==> src/design/mssu_pkg.sv <==
`timescale 1ns / 1ps
`default_nettype none
package mssu_pkg;

  localparam int CoordW = 24;
  localparam int VecW   = 25;
  localparam int AccW   = 52;
  localparam int MagW   = 51;
  localparam int CorW   = 36;
  localparam int ZW     = 33;

  localparam logic [31:0] PI_Q30      = 32'd3373259426;
  localparam logic [31:0] HALF_PI_Q30 = 32'd1686629713;

  localparam logic [4:0] MUL_LAST    = 5'd9;
  localparam logic [4:0] SQR_LAST    = 5'd3;
  localparam logic [4:0] SQRT_FIRST  = 5'd31;
  localparam logic [4:0] CORDIC_LAST = 5'd30;

  // register indexes
  localparam logic [2:0] REG_END0_X = 3'd0;
  localparam logic [2:0] REG_END0_Y = 3'd1;
  localparam logic [2:0] REG_END0_Z = 3'd2;
  localparam logic [2:0] REG_END1_X = 3'd3;
  localparam logic [2:0] REG_END1_Y = 3'd4;
  localparam logic [2:0] REG_END1_Z = 3'd5;

  // accumulator slots
  localparam logic [1:0] ACC_CX  = 2'd0;
  localparam logic [1:0] ACC_CY  = 2'd1;
  localparam logic [1:0] ACC_CZ  = 2'd2;
  localparam logic [1:0] ACC_DOT = 2'd3;

  typedef logic signed [VecW-1:0] vcomp_t;

  typedef struct packed {
    vcomp_t [2:0] v0;
    vcomp_t [2:0] v1;
    logic         eval;
    logic         last;
  } mssu_item_t;

  typedef struct packed {
    logic full;
    logic empty;
  } mssu_qstat_t;

  typedef struct packed {
    logic [1:0] a_idx;
    logic [1:0] b_idx;
    logic [1:0] acc;
    logic       neg;
  } mul_code_t;

  typedef enum logic [3:0] {
    B_IDLE, B_MUL, B_ABS, B_NORM, B_SQR, B_SQRT, B_CORDIC, B_FIN, B_DONE
  } mssu_state_t;

  // product schedule: cross terms then dot terms
  function automatic mul_code_t mul_code(input logic [4:0] j);
    mul_code_t c;
    c = '0;
    unique case (j)
      5'd0:    c = '{a_idx: 2'd1, b_idx: 2'd2, acc: ACC_CX,  neg: 1'b0};
      5'd1:    c = '{a_idx: 2'd2, b_idx: 2'd1, acc: ACC_CX,  neg: 1'b1};
      5'd2:    c = '{a_idx: 2'd2, b_idx: 2'd0, acc: ACC_CY,  neg: 1'b0};
      5'd3:    c = '{a_idx: 2'd0, b_idx: 2'd2, acc: ACC_CY,  neg: 1'b1};
      5'd4:    c = '{a_idx: 2'd0, b_idx: 2'd1, acc: ACC_CZ,  neg: 1'b0};
      5'd5:    c = '{a_idx: 2'd1, b_idx: 2'd0, acc: ACC_CZ,  neg: 1'b1};
      5'd6:    c = '{a_idx: 2'd0, b_idx: 2'd0, acc: ACC_DOT, neg: 1'b0};
      5'd7:    c = '{a_idx: 2'd1, b_idx: 2'd1, acc: ACC_DOT, neg: 1'b0};
      5'd8:    c = '{a_idx: 2'd2, b_idx: 2'd2, acc: ACC_DOT, neg: 1'b0};
      default: c = '0;
    endcase
    return c;
  endfunction

  // atan(2^-i) in Q30
  function automatic logic [29:0] atan_q30(input logic [4:0] i);
    logic [29:0] t;
    t = '0;
    unique case (i)
      5'd0:  t = 30'd843314857;
      5'd1:  t = 30'd497837829;
      5'd2:  t = 30'd263043837;
      5'd3:  t = 30'd133525159;
      5'd4:  t = 30'd67021687;
      5'd5:  t = 30'd33543516;
      5'd6:  t = 30'd16775851;
      5'd7:  t = 30'd8388437;
      5'd8:  t = 30'd4194283;
      5'd9:  t = 30'd2097149;
      5'd10: t = 30'd1048576;
      5'd11: t = 30'd524288;
      5'd12: t = 30'd262144;
      5'd13: t = 30'd131072;
      5'd14: t = 30'd65536;
      5'd15: t = 30'd32768;
      5'd16: t = 30'd16384;
      5'd17: t = 30'd8192;
      5'd18: t = 30'd4096;
      5'd19: t = 30'd2048;
      5'd20: t = 30'd1024;
      5'd21: t = 30'd512;
      5'd22: t = 30'd256;
      5'd23: t = 30'd128;
      5'd24: t = 30'd64;
      5'd25: t = 30'd32;
      5'd26: t = 30'd16;
      5'd27: t = 30'd8;
      5'd28: t = 30'd4;
      5'd29: t = 30'd2;
      5'd30: t = 30'd1;
      default: t = '0;
    endcase
    return t;
  endfunction

endpackage
`default_nettype wire

==> src/design/mssu_queue.sv <==
`timescale 1ns / 1ps
`default_nettype none
module mssu_queue #(
  parameter int W = 8
) (
  input  wire logic                  clk,
  input  wire logic                  rst,
  input  wire logic                  push,
  input  wire logic [W-1:0]          wdata,
  input  wire logic                  pop,
  output logic [W-1:0]               rdata,
  output mssu_pkg::mssu_qstat_t      qstat
);
  import mssu_pkg::*;

  logic [W-1:0] mem [4];
  logic [1:0]   wr_ptr, rd_ptr;
  logic [2:0]   count;

  always_ff @(posedge clk) begin
    if (rst) begin
      wr_ptr <= '0;
      rd_ptr <= '0;
      count  <= '0;
    end else begin
      if (push) wr_ptr <= wr_ptr + 2'd1;
      if (pop)  rd_ptr <= rd_ptr + 2'd1;
      count <= count + 3'(push) - 3'(pop);
    end
  end

  always_ff @(posedge clk) begin
    if (push) mem[wr_ptr] <= wdata;
  end

  assign rdata       = mem[rd_ptr];
  assign qstat.full  = (count == 3'd4);
  assign qstat.empty = (count == 3'd0);

endmodule
`default_nettype wire

==> config.mk <==
export PLATFORM = sky130hd
export DESIGN_NAME = mssu_queue
export DESIGN_NICKNAME = d
export VERILOG_FILES = /design/src/design/mssu_pkg.sv /design/src/design/mssu_queue.sv
export SDC_FILE = /design/constraint.sdc
export NUM_CORES = 1
export LEC_CHECK = 0
export BUFFER_PORTS_ARGS = -buffer_cell sky130_fd_sc_hd__buf_2
export CAP_MARGIN = 20
export CORE_MARGIN = 3
export CORE_UTILIZATION = 58
export CTS_BUF_LIST = sky130_fd_sc_hd__clkbuf_4
export CTS_CLUSTER_SIZE = 40
export DETAILED_ROUTE_END_ITERATION = 10
export GPL_ROUTABILITY_DRIVEN = 1
export GPL_TIMING_DRIVEN = 0
export PLACE_DENSITY = 0.78
export SYNTH_ARGS = -nofsm -noshare
export SYNTH_HDL_FRONTEND = slang
export SYNTH_SLANG_ARGS = --single-unit
==> constraint.sdc <==
create_clock -name clk -period 2 [get_ports clk]
set_clock_uncertainty 0.15 [all_clocks]
set_input_delay 0.5 -clock clk [delete_from_list [all_inputs] [get_ports clk]]
set_output_delay 0.5 -clock clk [all_outputs]
set_load 0.1 [all_outputs]
==> flow_metrics.env <==
export IMPL_drv_slew=0
export IMPL_yosys_most_used_dff="edfxtp_1"
export IMPL_synth_top_area_cell="edfxtp_1"
export IMPL_nFillCells=155
export IMPL_cts_setup_buffers=0
export IMPL_postLayoutCellArea_um2=1880
export IMPL_io_pins=22
export IMPL_status="finished, violations left"
export IMPL_synth_distinct_cells=19
export IMPL_dp_cells=135
export IMPL_ant_nets=0
export IMPL_synth_seq_cells=41
export IMPL_grt_max_degree=13
export IMPL_grt_overflow=0
export IMPL_clock_root_buffer="clkbuf_4"
export IMPL_die_h_um=58.5
export IMPL_seqCellArea_um2=1140
export IMPL_synth_edf_count=32
export IMPL_yosysMostFrequentCell="edfxtp_1"
export IMPL_yosysSeqAreaShare=0.715
export IMPL_port_buffers=21
export IMPL_p_comb_frac=0.305
export IMPL_antenna_found_initial=0
export IMPL_clk_pin_slew_worst_paths_ns=0.11
export IMPL_cts_hold_fix_buffers=0
export IMPL_sw_frac_of_total=0.342
export IMPL_vias=783
export IMPL_syn_nets=103
export IMPL_die_w_um=58.5
export IMPL_async_flop_share=0
export IMPL_arrival_ns=1.56
export IMPL_synth_top_area_frac=0.602
export IMPL_cts_resized=21
export IMPL_n_antenna_cell=0
export IMPL_dieArea_um2=3420
export IMPL_violations="setup timing"
export IMPL_multiInputGateArea_um2=428
export IMPL_timing_hold_worst_class="in2reg"
export IMPL_rsz0062_at_grt="true"
export IMPL_numCtsBuffers=5
export IMPL_drt_iter0_drc=7
export IMPL_placed_area_um2=1750
export IMPL_core_um2=2540
export IMPL_fin_nets=131
export IMPL_cts_htree_levels=2
export IMPL_grt_pass1_vias=865
export IMPL_cellLeakagePower_nw=0.698
export IMPL_synth_area_leaders="edfxtp_1 60%, dfxtp_1 11%, mux4_2 11%, ha_1 4.7%, and2_1 1.6%"
export IMPL_dr_pass1_iters=4
export IMPL_insertion_delay_ns=0.34
export IMPL_seq_power_share=0.511
export IMPL_max_freq_mhz=452
export IMPL_routabilityCongestion=0.614
export IMPL_avgSynthCellArea_um2=19.0
export IMPL_powerDensity_nw_per_um2=1060
export IMPL_area_growth_pct=17.6
export IMPL_crit_path_start_kind="register"
export IMPL_irDropWorstVdd_mv=0.772
export IMPL_ys_warn_count=0
export IMPL_ys_top_cells_by_count="32 x edfxtp_1, 9 x dfxtp_1, 8 x mux4_2, 6 x ha_1, 6 x inv_1"
export IMPL_grt_pass1_wl_um=3990
export IMPL_synthCells=84
export IMPL_final_cells=143
export IMPL_synth_area_um2=1600
export IMPL_fin_crit_sh=1.11
export IMPL_wirelength_um=2370
export IMPL_drive_above_1_share=0.354
export IMPL_finalHoldViolCount=0
export IMPL_path_max_fanout=8
export IMPL_clockBufferDepth=2
export IMPL_worst_pin_slew_ns=0.438
export IMPL_finalCriticalPeriod_ns=2.21
export IMPL_cts_tree="done"
export IMPL_drt_vias_per_instance=5.48
export IMPL_critPathKind="reg2out"
export IMPL_cp_end_kind="output pin"
export IMPL_grt_use_total=0.169
export IMPL_routedWlPerCell_um=16.6
export IMPL_cp_required_ns=1.35
export IMPL_p_clk_frac=0.184
export IMPL_timing_slew_headroom=0.708
export IMPL_finalPower_mw=1.99
export IMPL_rows=18
export IMPL_clock_sinks=41
export IMPL_p_sw_mw=0.679
export IMPL_setup_viol=8
export IMPL_start_util=0.627
export IMPL_drv_cap=0
export IMPL_drcViolationCount=0
export IMPL_p_int_mw=1.31
export IMPL_timing_final_ws_setup_ns=-0.213
## worst max-delay path: stages (launching register included)
cell and delay (ns):
dfxtp_2 0.35, buf_12 0.13, mux4_2 0.54, buf_12 0.19
## cell type report
class                           instances  share of cell area
Multi-Input combinational cell         35               0.228
Inverter                                6              0.0120
Sequential cell                        41               0.608
Clock inverter                          3             0.00666
Clock buffer                            5              0.0200
Timing Repair Buffer                   21              0.0919
Tap cell                               30              0.0200
Buffer                                  2              0.0133
## metal layers
metal | vias to the layer above | GRT usage | routed length (um)
met4 | 0 | 0.0795 | 49
met3 | 7 | 0.0680 | 116
met2 | 18 | 0.274 | 1260
met1 | 385 | 0.195 | 943
li1 | 373 | - | -
met5 | - | 0 | 0
## logic make-up after synthesis
logic type               Yosys count  synth area share
XOR/XNOR                           3            0.0259
buffers and inverters              8            0.0243
flip-flops                        41             0.715
multiplexers                       9             0.119
adder cells (fa/ha/maj)            7            0.0596
AO/OA/AOI/OAI                      2           0.00940
AND/OR/NAND/NOR                   14            0.0470
## cell usage in the layout, fill, tap and decap left out, types with 2 or more instances in the layout
master	count
buf_12	2
dfxtp_1	8
mux4_2	8
edfxtp_1	32
buf_6	8
xnor2_1	2
clkinv_1	2
ha_1	6
inv_1	6
nor2b_1	2
clkbuf_4	6
nor2_1	5
buf_2	11
and2_1	4
## power by group through the flow
stage               clock, mW  sequential, mW  combinational (mW)
floorplan                   0            1.03               0.466
global placement            0            1.03               0.536
detailed placement          0            1.04               0.547
CTS                     0.383            1.02               0.596
global route            0.425            1.03               0.640
finish                  0.366            1.02               0.605
## flip-flops by register name, summed over array words and instances (netlist names), named ones only
signal / count
mem: 32
wr_ptr: 2
rd_ptr: 2
count: 3
## per-stage QoR
step / setup WS [ns] / util / hold WS, ns / setup TNS (ns)
after detailed placement: -0.0246 / 0.688 / 0.379 / -0.0246
after global placement: 0.0211 / 0.688 / 0.370 / 0
after global routing: -0.290 / 0.738 / 0.181 / -2.13
after CTS: -0.254 / 0.734 / 0.201 / -1.78
final: -0.213 / 0.738 / 0.217 / -1.50
after floorplan: 0.122 / - / 0.342 / 0
## path summary, 6_finish.rpt
| check | from | end | slack (ns) | cells after the start |
|---|---|---|---|---|
| min | wdata[2] | mem[2][2] | 0.22 | 1 |
| min reg2reg | rd_ptr[1] | register | 0.40 | 2 |
| max reg2reg | count[0] | count[2] | 0.18 | 7 |
| max | register | rdata[0] | -0.21 | 3 |
Note: power is estimated with default switching activity, not from simulation.
