**config.mk**
```make
export PLATFORM = sky130hd
export DESIGN_NAME = mssu_front
export DESIGN_NICKNAME = d
export VERILOG_FILES = /design/src/design/mssu_pkg.sv /design/src/design/mssu_front.sv
export SDC_FILE = /design/constraint.sdc
export NUM_CORES = 1
export LEC_CHECK = 0
export BUFFER_PORTS_ARGS = -buffer_cell sky130_fd_sc_hd__buf_4
export CORE_MARGIN = 5
export CORE_UTILIZATION = 35
export DETAILED_ROUTE_END_ITERATION = 6
export HOLD_SLACK_MARGIN = 0.08
export PLACE_DENSITY = 0.61
export SYNTH_ARGS = -nofsm -noshare
export SYNTH_HDL_FRONTEND = slang
export SYNTH_SLANG_ARGS = --single-unit
export TNS_END_PERCENT = 1
```
**constraint.sdc**
```tcl
create_clock -name clk -period 8.2 [get_ports clk]
set_input_delay 0 -clock clk [delete_from_list [all_inputs] [get_ports clk]]
set_output_delay 0 -clock clk [all_outputs]
set_load 0.02 [all_outputs]
```
**src/design/mssu_pkg.sv**
```systemverilog
`timescale 1ns / 1ps
`default_nettype none
package mssu_pkg;

  localparam int CoordW = 24;
  localparam int VecW   = 25;
  localparam int AccW   = 52;
  localparam int MagW   = 51;
  localparam int CorW   = 36;
  localparam int ZW     = 33;

  localparam logic [31:0] PI_Q30      = 32'd3373259426;
  localparam logic [31:0] HALF_PI_Q30 = 32'd1686629713;

  localparam logic [4:0] MUL_LAST    = 5'd9;
  localparam logic [4:0] SQR_LAST    = 5'd3;
  localparam logic [4:0] SQRT_FIRST  = 5'd31;
  localparam logic [4:0] CORDIC_LAST = 5'd30;

  // register indexes
  localparam logic [2:0] REG_END0_X = 3'd0;
  localparam logic [2:0] REG_END0_Y = 3'd1;
  localparam logic [2:0] REG_END0_Z = 3'd2;
  localparam logic [2:0] REG_END1_X = 3'd3;
  localparam logic [2:0] REG_END1_Y = 3'd4;
  localparam logic [2:0] REG_END1_Z = 3'd5;

  // accumulator slots
  localparam logic [1:0] ACC_CX  = 2'd0;
  localparam logic [1:0] ACC_CY  = 2'd1;
  localparam logic [1:0] ACC_CZ  = 2'd2;
  localparam logic [1:0] ACC_DOT = 2'd3;

  typedef logic signed [VecW-1:0] vcomp_t;

  typedef struct packed {
    vcomp_t [2:0] v0;
    vcomp_t [2:0] v1;
    logic         eval;
    logic         last;
  } mssu_item_t;

  typedef struct packed {
    logic full;
    logic empty;
  } mssu_qstat_t;

  typedef struct packed {
    logic [1:0] a_idx;
    logic [1:0] b_idx;
    logic [1:0] acc;
    logic       neg;
  } mul_code_t;

  typedef enum logic [3:0] {
    B_IDLE, B_MUL, B_ABS, B_NORM, B_SQR, B_SQRT, B_CORDIC, B_FIN, B_DONE
  } mssu_state_t;

  // product schedule: cross terms then dot terms
  function automatic mul_code_t mul_code(input logic [4:0] j);
    mul_code_t c;
    c = '0;
    unique case (j)
      5'd0:    c = '{a_idx: 2'd1, b_idx: 2'd2, acc: ACC_CX,  neg: 1'b0};
      5'd1:    c = '{a_idx: 2'd2, b_idx: 2'd1, acc: ACC_CX,  neg: 1'b1};
      5'd2:    c = '{a_idx: 2'd2, b_idx: 2'd0, acc: ACC_CY,  neg: 1'b0};
      5'd3:    c = '{a_idx: 2'd0, b_idx: 2'd2, acc: ACC_CY,  neg: 1'b1};
      5'd4:    c = '{a_idx: 2'd0, b_idx: 2'd1, acc: ACC_CZ,  neg: 1'b0};
      5'd5:    c = '{a_idx: 2'd1, b_idx: 2'd0, acc: ACC_CZ,  neg: 1'b1};
      5'd6:    c = '{a_idx: 2'd0, b_idx: 2'd0, acc: ACC_DOT, neg: 1'b0};
      5'd7:    c = '{a_idx: 2'd1, b_idx: 2'd1, acc: ACC_DOT, neg: 1'b0};
      5'd8:    c = '{a_idx: 2'd2, b_idx: 2'd2, acc: ACC_DOT, neg: 1'b0};
      default: c = '0;
    endcase
    return c;
  endfunction

  // atan(2^-i) in Q30
  function automatic logic [29:0] atan_q30(input logic [4:0] i);
    logic [29:0] t;
    t = '0;
    unique case (i)
      5'd0:  t = 30'd843314857;
      5'd1:  t = 30'd497837829;
      5'd2:  t = 30'd263043837;
      5'd3:  t = 30'd133525159;
      5'd4:  t = 30'd67021687;
      5'd5:  t = 30'd33543516;
      5'd6:  t = 30'd16775851;
      5'd7:  t = 30'd8388437;
      5'd8:  t = 30'd4194283;
      5'd9:  t = 30'd2097149;
      5'd10: t = 30'd1048576;
      5'd11: t = 30'd524288;
      5'd12: t = 30'd262144;
      5'd13: t = 30'd131072;
      5'd14: t = 30'd65536;
      5'd15: t = 30'd32768;
      5'd16: t = 30'd16384;
      5'd17: t = 30'd8192;
      5'd18: t = 30'd4096;
      5'd19: t = 30'd2048;
      5'd20: t = 30'd1024;
      5'd21: t = 30'd512;
      5'd22: t = 30'd256;
      5'd23: t = 30'd128;
      5'd24: t = 30'd64;
      5'd25: t = 30'd32;
      5'd26: t = 30'd16;
      5'd27: t = 30'd8;
      5'd28: t = 30'd4;
      5'd29: t = 30'd2;
      5'd30: t = 30'd1;
      default: t = '0;
    endcase
    return t;
  endfunction

endpackage
`default_nettype wire

```
**src/design/mssu_front.sv**
```systemverilog
`timescale 1ns / 1ps
`default_nettype none
module mssu_front (
  input  wire logic                  clk,
  input  wire logic                  rst,
  input  wire logic                  cfg_we,
  input  wire logic [2:0]            cfg_index,
  input  wire logic [23:0]           cfg_data,
  input  wire logic                  s_tvalid,
  output logic                       s_tready,
  input  wire logic [71:0]           s_tdata,
  input  wire logic                  s_tuser,
  input  wire logic                  s_tlast,
  input  wire mssu_pkg::mssu_qstat_t qstat,
  output logic                       push,
  output mssu_pkg::mssu_item_t       item
);
  import mssu_pkg::*;

  logic signed [CoordW-1:0] end0 [3];
  logic signed [CoordW-1:0] end1 [3];
  logic signed [CoordW-1:0] pt   [3];
  logic z0, z1;

  always_ff @(posedge clk) begin
    if (rst) begin
      for (int i = 0; i < 3; i++) begin
        end0[i] <= '0;
        end1[i] <= '0;
      end
    end else if (cfg_we) begin
      unique case (cfg_index)
        REG_END0_X: end0[0] <= cfg_data;
        REG_END0_Y: end0[1] <= cfg_data;
        REG_END0_Z: end0[2] <= cfg_data;
        REG_END1_X: end1[0] <= cfg_data;
        REG_END1_Y: end1[1] <= cfg_data;
        REG_END1_Z: end1[2] <= cfg_data;
        default: ;
      endcase
    end
  end

  assign pt[0] = s_tdata[23:0];
  assign pt[1] = s_tdata[47:24];
  assign pt[2] = s_tdata[71:48];

  always_comb begin
    for (int i = 0; i < 3; i++) begin
      item.v0[i] = VecW'(end0[i]) - VecW'(pt[i]);
      item.v1[i] = VecW'(end1[i]) - VecW'(pt[i]);
    end
    z0 = (item.v0 == '0);
    z1 = (item.v1 == '0);
    // points on an endpoint are not evaluated
    item.eval = s_tuser && !z0 && !z1;
    item.last = s_tlast;
  end

  assign s_tready = !qstat.full;
  assign push     = s_tvalid && s_tready;

endmodule
`default_nettype wire

```
==> out/metrics.yaml, run 1 <==
status: "complete, no violations"
finalSetupViolCount: 0
gp_congestion: 0.971
hold_path_end: "end0[0][24]"
num_rows: 73
clockRootBuffer: "clkbuf_16"
yosysUniqueCellTypes: 84
grt_overflow_total: 0
gr-max-usage-layer: "met2"
tns_ns: 0
detailed_place_hpwl_um: 45800
syn_inst: 1600
netSwitchingPower_mw: 1.38
fmax_ghz: 0.200
synth_top_area_share: 0.310
pwr_density_cell_nw_per_um2: 191
total_power_mw: 3.30
worst_slew_pin_slew_ns: 1.17
cts.sinks: 144
p_seq_frac: 0.269
drt_iter0_drc: 1110
slew_violations: 0
final_util: 0.436
grt_use_met3: 0.0291
grt_start_max_net_pins: 25
synth.area.top_cells: "edfxtp_1 31%, ha_1 13%, a21oi_1 4.3%"
areaGrowthSynthToFinish_pct: 23.7
worstSetupPathType: "register to output pin"
dr.pass1.iters: 5
htreeDepth: 4
dp_cells: 2342
worst_hold_slack_ns: 0.204
avgSynthCellArea_sq_um: 8.70
wl_um: 54200
rsz0062_at_grt: "no"
wl_per_cell_um: 22.6
swShare: 0.418
startpoint_type: "register"
vias_per_cell: 5.68
place_area_sq_um: 16400
grt_usage: 0.236
numCtsBuffers: 17
synth-edff-count: 144
clk_pin_slew_worst_paths_ns: 0.06
die_h_um: 209
hp-class: "input port to register"
met2_usage: 0.387
die_area_sq_um: 43900
cp.required_ns: 8.20
fin_crit_sh: 0.611
hold_viol: 0
p_int_mw: 1.92
cap_violations: 0
syn-cell-area_sq_um: 13900
antenna_left: 0
final_cells: 2400
worstHoldStart: "cfg_index[1]"
final_area_sq_um: 17200
dp_slack_ns: 3.73
endpoint_kind: "output pin"
grt_first_pass_wirelength_um: 79300
drive_above_1_share: 0.176
pwr-share-clk: 0.223
grt_pass1_vias: 13300
ys.flop_type: "edfxtp_1"
comb_power_share: 0.508
synth_top_area_cell: "edfxtp_1"
async_flop_share: 0
use_met1: 0.324
ys_ff_latch: 144
antenna_found_initial: 1
max-slew-margin-rel: 0.217
cts_tree: "built"
ys_warn_count: 0
coreArea_sq_um: 39500
initial_core_util: 0.352
postCtsSetupBuffers: 0
clk_path_buf_depth: 2
min_period_ns: 5.01
port_buffers: 257
vias: 13600
arrival_ns: 5.01
cp_max_fo: 2
peakVddDrop_uv: 142
setup_ws_ns: 3.19
p_leak_nw: 7.48
yosysSeqAreaShare: 0.310
nets: 2118
io_pins: 261
die_w_um: 209
hold_path_depth: 3
drc: 0
syn-num-nets: 1857
-- sequential cells by signal (all words and copies together), names as in the netlist --
name  count
end0     72
end1     72
-- worst max-delay path by stage --
stage / startpoint / endpoint / slack (ns) / cells past startpoint
detailed placement: end0[0][0] / item[1] / 3.73 / 14
global placement: end1[0][48] / item[1] / 3.71 / 14
CTS: end1[0][24] / item[1] / 3.22 / 14
finish: end1[0][24] / item[1] / 3.19 / 14
global route: end0[0][48] / item[1] / 3.07 / 14
floorplan: end0[0][0] / item[1] / 4.49 / 13
-- power groups by stage --
| stage | sequential, mW | clock, mW | combinational [mW] |
|---|---|---|---|
| after floorplan | 0.896 | 0 | 1.00 |
| after global placement | 0.900 | 0 | 1.64 |
| after detailed placement | 0.902 | 0 | 1.65 |
| after CTS | 0.887 | 0.747 | 1.67 |
| after global routing | 0.891 | 0.779 | 1.80 |
| final | 0.887 | 0.736 | 1.67 |
-- logic make-up after synthesis --
group	synth area share
simple gates	0.210
compound gates	0.235
buf+inv	0.0532
fa+ha+maj	0.138
flops	0.310
xor+xnor	0.0484
mux	0.00503
-- placed cells by master (no fill, tap or decap), types with 26 or more instances in the layout --
cell type | synthesis | final
nor3_1 | 55 | 55
buf_4 | 2 | 263
xnor2_1 | 45 | 45
nand2_1 | 84 | 84
a21o_1 | 48 | 48
nand3_1 | 43 | 43
inv_1 | 147 | 147
o21ai_0 | 66 | 63
a21oi_1 | 120 | 120
edfxtp_1 | 144 | 144
and2_1 | 68 | 68
nand2b_1 | 26 | 26
a211oi_1 | 28 | 28
or3_1 | 27 | 27
ha_1 | 144 | 144
nor2_1 | 109 | 108
xor2_1 | 32 | 32
-- timing repair --
action                                  4_1_cts  5_1_grt
endpoints found under the setup margin        0        0
endpoints found under the hold margin       145        0
gates resized for setup                       0        0
hold buffers                                 25        0
-- per-layer routing --
layer,share of wire,vias up
met5,0,-
met4,0.030,0
met3,0.055,70
met2,0.46,460
met1,0.45,6586
li1,-,6513
-- Yosys cell counts, types with 32 or more instances --
| master | count |
|---|---|
| xnor2_1 | 45 |
| nor3_1 | 55 |
| a21o_1 | 48 |
| nand3_1 | 43 |
| xor2_1 | 32 |
| and2_1 | 68 |
| inv_1 | 147 |
| clkbuf_1 | 40 |
| edfxtp_1 | 144 |
| o21ai_0 | 66 |
| nor2_1 | 109 |
| nand2_1 | 84 |
| ha_1 | 144 |
| a21oi_1 | 120 |
-- final cells by class --
type | instances | area (sq um)
sequential | 144 | 4320
clock buffer | 18 | 429
tap | 525 | 657
clock inverter | 14 | 115
timing repair buffer | 288 | 2220
inverter | 148 | 556
multi-input combinational | 1262 | 8920
fill | 3871 | 22300
antenna | 1 | 2.50
-- critical path, stage by stage (launching register included) --
cell and delay [ns]:
edfxtp_1 0.34, inv_1 0.04, ha_1 0.20, fa_1 0.52, nand4_1 0.07, or3_1 0.31, nor4_1 0.23, nor4b_1 0.41
or3b_2 0.49, nor4_1 0.48, and4_1 0.31, nand4_1 0.27, o41ai_2 0.61, nor2_1 0.11, buf_4 0.18
(Power assumes the default switching activity.)
==> inputs of run 2 (changes only) <==
--- a/config.mk
+++ b/config.mk
@@ -10,7 +10,7 @@
 export CORE_UTILIZATION = 35
 export DETAILED_ROUTE_END_ITERATION = 6
 export HOLD_SLACK_MARGIN = 0.08
-export PLACE_DENSITY = 0.61
+export PLACE_DENSITY = 0.63
 export SYNTH_ARGS = -nofsm -noshare
 export SYNTH_HDL_FRONTEND = slang
 export SYNTH_SLANG_ARGS = --single-unit
==> constraint.sdc (replaced) <==
create_clock -name clk -period 4.3 [get_ports clk]
set_input_delay 0 -clock clk [delete_from_list [all_inputs] [get_ports clk]]
set_output_delay 0 -clock clk [all_outputs]
set_load 0.02 [all_outputs]
==> run 2 against run 1 <==
  * The run now ends with negative setup slack left
  * Setup slack worse by 3.3 ns
  * Design area up 3.8%
  * Core utilization increased by 1.7 points
  * Cell count rose by 1.8%
  * Non-clock buffer count up 44
  * Power rose by 100%
  * Via count increased by 2.4%
  * Sequential share of layout area is 0.92 points lower
  * Clock power rose by 120%
  * Critical endpoint unchanged
  * Largest cell class unchanged
  * Highest routed layer is now met5
==> out/metrics.yaml, run 2 (synthesis results as in run 1) <==
cts.sinks: 144
min_period_ns: 4.39
final_cells: 2444
wl_per_cell_um: 22.9
areaGrowthSynthToFinish_pct: 28.4
grt_start_max_net_pins: 25
top_regs: "end0: 72 flops, end1: 72 flops"
hold_path_depth: 3
max-slew-margin-rel: 0.307
antenna_left: 0
initial_core_util: 0.352
drt_iter0_drc: 1178
nets: 2162
slew_violations: 0
worst_path_largest_cell_delay_ns: 0.52
crit_slowest_cell: "or4_4"
crit_top_cell: "or4b_4"
setup_ws_ns: -0.0870
grt_pass1_vias: 13400
antenna_found_initial: 2
violations: "negative setup slack"
grt_overflow_total: 0
vias_per_cell: 5.71
cts_tree: "built"
worst_slew_pin_slew_ns: 1.04
hp-class: "input port to register"
fillers: 3870
status: "complete, but fails checks"
rsz0062_at_grt: "yes"
gp_congestion: 0.950
port_buffers: 257
fmax_ghz: 0.228
endpoint_kind: "output pin"
wl_um: 56000
dp_slack_ns: -0.106
worstHoldStart: "cfg_index[1]"
arrival_ns: 4.39
finalSetupViolCount: 1
grt_first_pass_wirelength_um: 81200
clk_pin_slew_worst_paths_ns: 0.07
multi_input_area_sq_um: 9170
clockRootBuffer: "clkbuf_16"
die_h_um: 209
crit_start: "end0[0][0]"
pwr_density_cell_nw_per_um2: 372
final_util: 0.452
worstSetupPathType: "register to output pin"
crit_chain: "inv_1, ha_2, fa_1, inv_2, a211oi_2, or4b_4, a2111oi_4, or4b_4, or4_4, nor4_4, nand4_1, nor4bb_2, nor2_1, buf_4"
worst_hold_slack_ns: 0.201
final_cell_mix: "307 x buf_4, 144 x inv_1, 144 x edfxtp_1, 141 x ha_1, 116 x a21oi_1"
hold_path_end: "end0[0][25]"
cap_violations: 0
detailed_place_hpwl_um: 46800
num_rows: 73
final_common_cell: "buf_4"
grt_usage: 0.242
fin_crit_sh: 1.02
startpoint_type: "register"
drc: 0
cp_max_fo: 2
peakVddDrop_uv: 293
seq_area_sq_um: 4320
vias: 14000
coreArea_sq_um: 39500
die_area_sq_um: 43900
p_leak_nw: 7.75
dr.pass1.iters: 6
dp_cells: 2380
numCtsBuffers: 17
io_pins: 261
die_w_um: 209
drive_above_1_share: 0.214
clk_path_buf_depth: 2
htreeDepth: 4
cp.required_ns: 4.30
hold_viol: 0
[run 2: power breakdown]
group / internal [mW] / switching [mW] / leakage, nW
registers: 1.65 / 0.0371 / 1.39
clock network: 1.02 / 0.616 / 0.296
logic: 1.29 / 2.04 / 6.06
[run 2: routing by layer]
layer,vias to the layer above,share of wire,global-route usage,routed length (um)
li1,6603,-,-,-
met1,6785,0.44,0.329,24600
met2,497,0.47,0.399,26200
met3,68,0.065,0.0389,3640
met4,2,0.028,0.0734,1540
met5,-,0.00023,0,13
[run 2: critical path, delay by kind of cell (launching register included)]
kind,cells,cell delay [ns]
AO/OA/AOI/OAI,2,0.36
flip-flops,1,0.32
adder cells (fa/ha/maj),2,0.67
buffers and inverters,3,0.26
AND/OR/NAND/NOR,7,2.33
[run 2: area by class of cell]
| type | instances | area share |
|---|---|---|
| clock buffers | 19 | 0.0242 |
| multi-input cells | 1262 | 0.512 |
| well taps | 525 | 0.0367 |
| diodes | 2 | 0.000280 |
| flip-flops and latches | 144 | 0.242 |
| clock inverters | 12 | 0.0107 |
| inverters | 148 | 0.0311 |
| repair buffers | 332 | 0.143 |
[run 2: what timing repair did]
item	4_1_cts	5_1_grt
hold endpoints to repair	145	0
resized for setup	20	31
pin swaps	8	19
hold buffers	25	0
endpoints found under the setup margin	1	1
setup buffers	2	4
[run 2: worst max-delay path by stage]
stage / endpoint / depth (start not counted)
floorplan: item[1] / 13
detailed placement: item[1] / 14
global route: item[1] / 15
finish: item[1] / 14
CTS: item[1] / 14
global placement: item[1] / 14
[run 2: through the flow]
stage	TNS, ns	area [sq um]	total power [mW]
floorplan	0	13900	3.63
global placement	-0.0864	16700	4.93
detailed placement	-0.106	16700	4.94
CTS	-0.241	17700	6.62
global route	-0.216	17900	6.97
finish	-0.0870	17900	6.66
==> inputs of run 3 (changes only) <==
--- a/config.mk
+++ b/config.mk
@@ -5,12 +5,13 @@
 export SDC_FILE = /design/constraint.sdc
 export NUM_CORES = 1
 export LEC_CHECK = 0
+export ABC_AREA = 1
 export BUFFER_PORTS_ARGS = -buffer_cell sky130_fd_sc_hd__buf_4
 export CORE_MARGIN = 5
 export CORE_UTILIZATION = 35
 export DETAILED_ROUTE_END_ITERATION = 6
 export HOLD_SLACK_MARGIN = 0.08
-export PLACE_DENSITY = 0.63
+export PLACE_DENSITY = 0.62
 export SYNTH_ARGS = -nofsm -noshare
 export SYNTH_HDL_FRONTEND = slang
 export SYNTH_SLANG_ARGS = --single-unit
==> run 3 against run 2 <==
  * The run now ends clean
  * Combinational power decreased by 3%
  * Wire length increased by 8.7%
  * Synthesized area increased by 13%
  * Design area increased by 7.4%
  * Setup slack improved by 0.77 ns
  * Core utilization decreased by 1.9 points
  * Hold slack got worse by 0.097 ns
==> out/metrics.yaml, run 3 <==
grt_overflow_total: 0
endpoint_kind: "output pin"
clk_pin_slew_worst_paths_ns: 0.07
p_leak_nw: 10.7
worstSetupPathType: "register to output pin"
drive_above_1_share: 0.111
pwr_density_cell_nw_per_um2: 337
areaGrowthSynthToFinish_pct: 22.1
drc: 0
cts.sinks: 144
final_common_cell: "nand2_1"
postCtsSetupBuffers: 0
setup_ws_ns: 0.684
yosysUniqueCellTypes: 35
die_h_um: 222
netlist_top_cells_count: "860 x nand2_1, 597 x inv_1, 264 x nor2_1"
antenna_left: 0
cap_violations: 0
status: "complete, no violations"
synth_top_area_share: 0.275
cp.required_ns: 4.30
arrival_ns: 3.62
initial_core_util: 0.355
syn_inst: 2531
synth-edff-count: 144
htreeDepth: 4
hold_viol: 0
nets: 3082
cts_tree: "built"
ys_warn_count: 0
wl_um: 60900
max-slew-margin-rel: 0.207
tns_ns: 0
worst_slew_pin_slew_ns: 1.19
antenna_found_initial: 2
grt_usage: 0.237
dr.pass1.iters: 5
syn-num-nets: 2788
yosysSeqAreaShare: 0.275
fmax_ghz: 0.277
grt_start_max_net_pins: 25
io_pins: 261
vias: 16800
gp_congestion: 0.940
async_flop_share: 0
drt_iter0_drc: 1392
hold_path_end: "end1[0][57]"
coreArea_sq_um: 44300
hold_path_depth: 3
port_buffers: 257
grt_pass1_vias: 15900
rsz0062_at_grt: "no"
synth.most_common_cell: "nand2_1"
top_regs: "end0: 72 flops, end1: 72 flops"
worstHoldStart: "cfg_data[9]"
die_area_sq_um: 49300
detailed_place_hpwl_um: 52500
final_util: 0.433
syn-cell-area_sq_um: 15700
final_cell_mix: "860 x nand2_1, 597 x inv_1, 264 x nor2_1, 262 x buf_4, 146 x nand3_1"
avgSynthCellArea_sq_um: 6.21
grt_first_pass_wirelength_um: 90500
hp-class: "input port to register"
vias_per_cell: 4.90
min_period_ns: 3.62
wl_per_cell_um: 17.7
fin_crit_sh: 0.841
slew_violations: 0
synth_top_area_cell: "edfxtp_1"
clk_path_buf_depth: 2
finalSetupViolCount: 0
ys_ff_latch: 144
ys.flop_type: "edfxtp_1"
synth.area.top_cells: "edfxtp_1 27%, nand2_1 21%, inv_1 14%"
startpoint_type: "register"
cp_max_fo: 4
clockRootBuffer: "clkbuf_16"
num_rows: 77
numCtsBuffers: 17
die_w_um: 222
dp_slack_ns: 1.05
peakVddDrop_uv: 345
## run 3: cells by family (layout without fill, tap and decap cells)
family / Yosys count / count (layout) / synth area share
AO/OA/AOI/OAI: 176 / 176 / 0.0587
flip-flops: 144 / 144 / 0.275
buffers and inverters: 602 / 909 / 0.144
AND/OR/NAND/NOR: 1398 / 1398 / 0.366
other: 0 / 4 / 0
adder cells (fa/ha/maj): 150 / 150 / 0.122
XOR/XNOR: 61 / 61 / 0.0340
## run 3: repair_timing
item | 4_1_cts | 5_1_grt
endpoints found under the hold margin | 64 | 2
hold buffers | 17 | 1
resized for setup | 0 | 0
## run 3: worst max-delay path by stage
stage	slack, ns	endpoint	depth (start not counted)	start
2_1_floorplan	1.79	item[1]	19	end0[0][48]
3_3_place_gp	1.07	item[1]	20	end0[0][0]
3_5_place_dp	1.05	item[1]	20	end0[0][0]
4_1_cts	0.58	item[1]	20	end0[0][0]
5_1_grt	0.38	item[1]	20	end0[0][0]
6_report	0.68	item[1]	20	end0[0][0]
## run 3: worst max-delay path, stage by stage (launching register included)
cell and delay [ns]:
edfxtp_1 0.33, inv_1 0.06, ha_1 0.21, fa_1 0.43
inv_1 0.13, nand2_1 0.06, nand2_1 0.08, nand3_1 0.08
nand2_1 0.19, nand2_1 0.11, nand3_1 0.09, nand2_1 0.05
nand2_1 0.08, nand3_1 0.07, nor2_1 0.13, nand3_1 0.14
nor2_1 0.52, nand3_1 0.15, nand2_1 0.09, nor2_1 0.04
buf_4 0.15
## run 3: stage by stage
step / total power [mW] / hold slack, ns / cell area [sq um] / cells
after floorplan: 3.73 / 0.0766 / 15700 / 2531
after global placement: 4.93 / 0.000292 / 18400 / 3380
after detailed placement: 4.94 / 0.000292 / 18400 / 3380
after CTS: 6.45 / 0.0838 / 19200 / 3429
after global routing: 6.86 / 0.105 / 19200 / 3430
final: 6.46 / 0.105 / 19200 / 3434
## run 3: final cells by class
| class | instances | area (sq um) |
|---|---|---|
| diodes | 4 | 10.0 |
| multi-input cells | 1785 | 9150 |
| repair buffers | 280 | 2150 |
| flip-flops and latches | 144 | 4320 |
| clock buffers | 17 | 425 |
| well taps | 592 | 741 |
| fillers | 4767 | 25100 |
| inverters | 597 | 2240 |
| clock inverters | 15 | 170 |
## run 3: metal layers
metal  part of all wire  routed length (um)  vias to the layer above  track usage
li1                   -                   -                     8445            -
met3              0.081                4940                       60       0.0414
met4              0.020                1240                        0       0.0485
met1               0.45               27200                     7649        0.326
met2               0.45               27500                      660        0.392
met5                  0                   0                        -            0
## run 3: where the power goes
group	total, mW	internal (mW)	leakage, nW	switching (mW)
Clock	1.51	0.828	0.286	0.684
Sequential	1.71	1.66	1.39	0.0550
Combinational	3.24	1.15	9.03	2.09
